$ cat src/fctt_pkg.sv
`timescale 1ns / 1ps
`default_nettype none

package fctt_pkg;

    localparam int TABLE_DEPTH = 1024;
    localparam int STACK_DEPTH = 1024;

    localparam int ADDR_W  = 32;
    localparam int INDEX_W = 10;
    localparam int DEPTH_W = 11;

    localparam int TBL_AW = (TABLE_DEPTH > 1) ? $clog2(TABLE_DEPTH) : 1;
    localparam int TBL_CW = $clog2(TABLE_DEPTH + 1);
    localparam int STK_AW = (STACK_DEPTH > 1) ? $clog2(STACK_DEPTH) : 1;
    localparam int STK_CW = $clog2(STACK_DEPTH + 1);

    localparam logic [TBL_CW-1:0] TBL_FULL = TBL_CW'(TABLE_DEPTH);
    localparam logic [STK_CW-1:0] STK_FULL = STK_CW'(STACK_DEPTH);

    localparam logic [ADDR_W-1:0] RET_OFFSET = ADDR_W'(4);

    localparam logic MODE_LOAD = 1'b0;
    localparam logic MODE_JUMP = 1'b1;

    localparam logic KIND_CALL = 1'b0;
    localparam logic KIND_RET  = 1'b1;

    typedef struct packed {
        logic [ADDR_W-1:0] size;
        logic [ADDR_W-1:0] start;
    } entry_t;

    localparam int ENTRY_W = $bits(entry_t);

endpackage

`default_nettype wire

$ cat src/fctt_match.sv
`timescale 1ns / 1ps
`default_nettype none

module fctt_match (
    input  wire fctt_pkg::entry_t                  entry,
    input  wire logic [fctt_pkg::ADDR_W-1:0]       target,
    input  wire logic [fctt_pkg::ADDR_W-1:0]       pc,
    output logic                                   hit
);

    import fctt_pkg::*;

    // end of the function without wrap
    logic [ADDR_W:0] start_x;
    logic [ADDR_W:0] end_x;
    logic [ADDR_W:0] target_x;
    logic [ADDR_W:0] pc_x;
    logic            target_in;
    logic            pc_out;

    always_comb
    begin
        start_x   = {1'b0, entry.start};
        end_x     = start_x + {1'b0, entry.size};
        target_x  = {1'b0, target};
        pc_x      = {1'b0, pc};
        target_in = (start_x <= target_x) && (target_x < end_x);
        pc_out    = (pc_x < start_x) || (pc_x > end_x);
        hit       = (entry.start == target) || (target_in && pc_out);
    end

endmodule

`default_nettype wire

$ cat config.mk
export PLATFORM = sky130hd
export DESIGN_NAME = fctt_match
export DESIGN_NICKNAME = d
export VERILOG_FILES = /design/src/fctt_pkg.sv /design/src/fctt_match.sv
export SDC_FILE = /design/constraint.sdc
export NUM_CORES = 1
export LEC_CHECK = 0
export BUFFER_PORTS_ARGS = -buffer_cell sky130_fd_sc_hd__buf_4
export CELL_PAD_IN_SITES_DETAIL_PLACEMENT = 0
export CELL_PAD_IN_SITES_GLOBAL_PLACEMENT = 1
export CORE_MARGIN = 1.5
export CORE_UTILIZATION = 36
export DETAILED_ROUTE_END_ITERATION = 12
export GPL_ROUTABILITY_DRIVEN = 0
export GPL_TIMING_DRIVEN = 0
export PLACE_DENSITY_LB_ADDON = 0.08
export SYNTH_ARGS = -nofsm -noshare
export SYNTH_HDL_FRONTEND = slang
export SYNTH_SLANG_ARGS = --single-unit
$ cat constraint.sdc
create_clock -name vclk -period 4.4
set_clock_uncertainty 0.05 [all_clocks]
set_input_delay 0.44 -clock vclk [all_inputs]
set_output_delay 0.44 -clock vclk [all_outputs]
set_load 0.005 [all_outputs]
==> impl_results.md <==
* Die area at 13100 µm²
* Port Buf Inserts at 129
* Worst setup SP type: primary input
* Syn_nets at 879
* Largest net degree at the start of global routing at 10
* First-pass GRT wire length at 23200 µm
* Pwr dens at 157 nW/µm²
* Avg Cell Area, Syn at 7.51 µm²
* Worst hold path type: in2out
* Post-synthesis compound-gate area fraction at 0.275
* Sequential share of the synthesized area at 0
* Violated checks: setup timing
* Slew headroom at 0.576
* Final wirelength at 14200 µm
* Area of the multi-input gates at 4540 µm²
* CLK BUF at 0
* Mux share of post-synthesis cell area at 0
* Post-route minimum period at 4980 ps
* Layout Nets at 1028
* Largest family of logic cells by synthesized area: adder cells
* Via count at 4797
* Hold Startpoint: pc[31]
* Core area at 12100 µm²
* FF+latch count at 0
* Measured slew at the worst slew-check pin at 632 ps
* Initial Utilization at 0.371
* Synth Area in XOR/XNOR at 0.0529
* Power, Total at 963 µW
* CP cell instances: buf_8 > ha_4 > fa_2 > a211oi_4 > o21bai_1 > a21oi_2 > o21bai_1 > a21oi_1 > xnor2_1 > ha_1 > and4_4 > a21oi_4 > nand4_1 > o211ai_1 > a21oi_2 > maj3_2 > maj3_2 > o2111a_1 > a31oi_2 > buf_4
* Status: finished with violations
* Leakage Power at 0.00332 µW
* Fin Hold WS at 1480 ps
* # rows at 40
* Synth Area in Adders at 0.446
* Critical setup path kind: in2out
* Drt wl/cell at 15.6 µm
* Max-slew violations at 0
* Inserted Diodes at 0
* Fin cells at 910
* Chip width at 114 µm
* Worst setup startpoint: entry[0]
* Fin. Hold Viols at 0
* Routed Antenna Nets at 0
* Max VDD drop at 0.0000735 V
* Vias in the first global route at 4860
* Synth cell types at 53
* Placed cells at 892
* Syn Inst Count at 595
* CP max stage delay at 390 ps
* Setup WS pre-CTS at -1170 ps
* Synthesized area at 4470 µm²
* Layout overhead on the synthesized area at 37.4%
* Chip Height at 114 µm
* Crit share post-route at 1.13
* Hpwl dp at 12900 µm
* Reg area at 0 µm²
* Antenna violations before repair at 0
* Post-Synth Simple-Gate Area at 0.165
* Synthesis Warnings at 0
* DRC violations left at 0
* I/O pin total at 129
* Fmax at 0.201 GHz
* Max cap viols at 0
* Max FO, Critical Path at 3
* CP Data Arrival Time at 4490 ps
* Grt ovf at 0
* Final setup vio count at 1
* DRT iter0 DRCs at 214
* CP Data Required Time at 3910 ps
* RSZ-0062 raised after global routing: yes
* Final worst slack at -581 ps
* Slowest cell on the critical path: fa_2
* CP endpoint kind: output port
* Layout cell share with drive strength beyond 1 at 0.275
* Gr usage total at 0.219
* Fill cells at 1226
* Vias per Instance at 5.27
* Pre-antenna DRT Iters at 7
-- cell usage after synthesis, drive strengths merged, types with 6 or more instances --
library cell / instances / area share
xnor2: 14 / 0.027
a21o: 41 / 0.069
a21oi: 59 / 0.066
nand4: 21 / 0.031
ha: 155 / 0.43
nand3: 10 / 0.011
xor2: 13 / 0.025
inv: 73 / 0.061
nor2: 34 / 0.029
o21bai: 6 / 0.010
o21ai: 36 / 0.040
nand2: 33 / 0.028
nor2b: 9 / 0.013
nand2b: 7 / 0.0098
nor3: 12 / 0.013
-- cell families (layout without fill, tap and decap cells) --
kind of cell             count (synthesis)  in the layout
AND/OR/NAND/NOR                        144            144
buffers and inverters                   74            221
AO/OA/AOI/OAI                          191            191
adder cells (fa/ha/maj)                159            159
XOR/XNOR                                27             27
-- metal layers --
layer / track usage / part of all wire / wire (µm)
met1: 0.308 / 0.49 / 6990
met2: 0.387 / 0.46 / 6560
met3: 0.00741 / 0.040 / 569
met4: 0.0125 / 0.0056 / 80
met5: 0 / 0 / 0
-- final cells by class --
cell class | count | share of cell area
multi-input cells | 521 | 0.739
repair buffers | 148 | 0.183
inverters | 73 | 0.0446
well taps | 168 | 0.0342
-- worst max-delay path: cells and delay by family --
family | cells | cell delay [ps]
AOI/OAI and AO/OA | 10 | 1910
xor gates and xnor gates | 1 | 160
adders and majority gates | 5 | 1450
buffers and inverters | 2 | 250
and+or+nand+nor | 2 | 280
-- placed cells by master (no fill, tap or decap), types with 9 or more instances in the layout --
cell type,count
a21o_1,41
inv_1,73
nand2_1,31
buf_4,146
xor2_1,12
nor3_1,9
ha_1,147
o21ai_0,27
a21oi_1,51
nor2b_1,9
nand3_1,10
nor2_1,33
nand4_1,20
xnor2_1,10
-- final timing paths --
| kind | endpoint | slack (ps) | cells past startpoint |
|---|---|---|---|
| setup / recovery | hit | -580 | 20 |
| hold / removal | hit | 1480 | 6 |
-- power by group --
group	internal, µW	switching (µW)	total (µW)
logic	472	491	963
clock network	0	0	0
registers	0	0	0
-- through the flow --
step / area [µm²] / TNS, ps / utilization
after global placement: 5800 / -1120 / 0.481
final: 6140 / -581 / 0.509
after global routing: 6140 / -733 / 0.509
after CTS: 6060 / -531 / 0.502
after detailed placement: 5800 / -1170 / 0.481
after floorplan: 4620 / 0 / -
-- what timing repair did --
| action | CTS | global route |
|---|---|---|
| setup buffers | 16 | 3 |
| endpoints found under the setup margin | 1 | 1 |
| pin swaps | 40 | 19 |
| endpoints found under the hold margin | 0 | 0 |
| hold buffers | 0 | 0 |
| gates resized for setup | 31 | 14 |
Note: power is estimated with default switching activity, not from simulation.
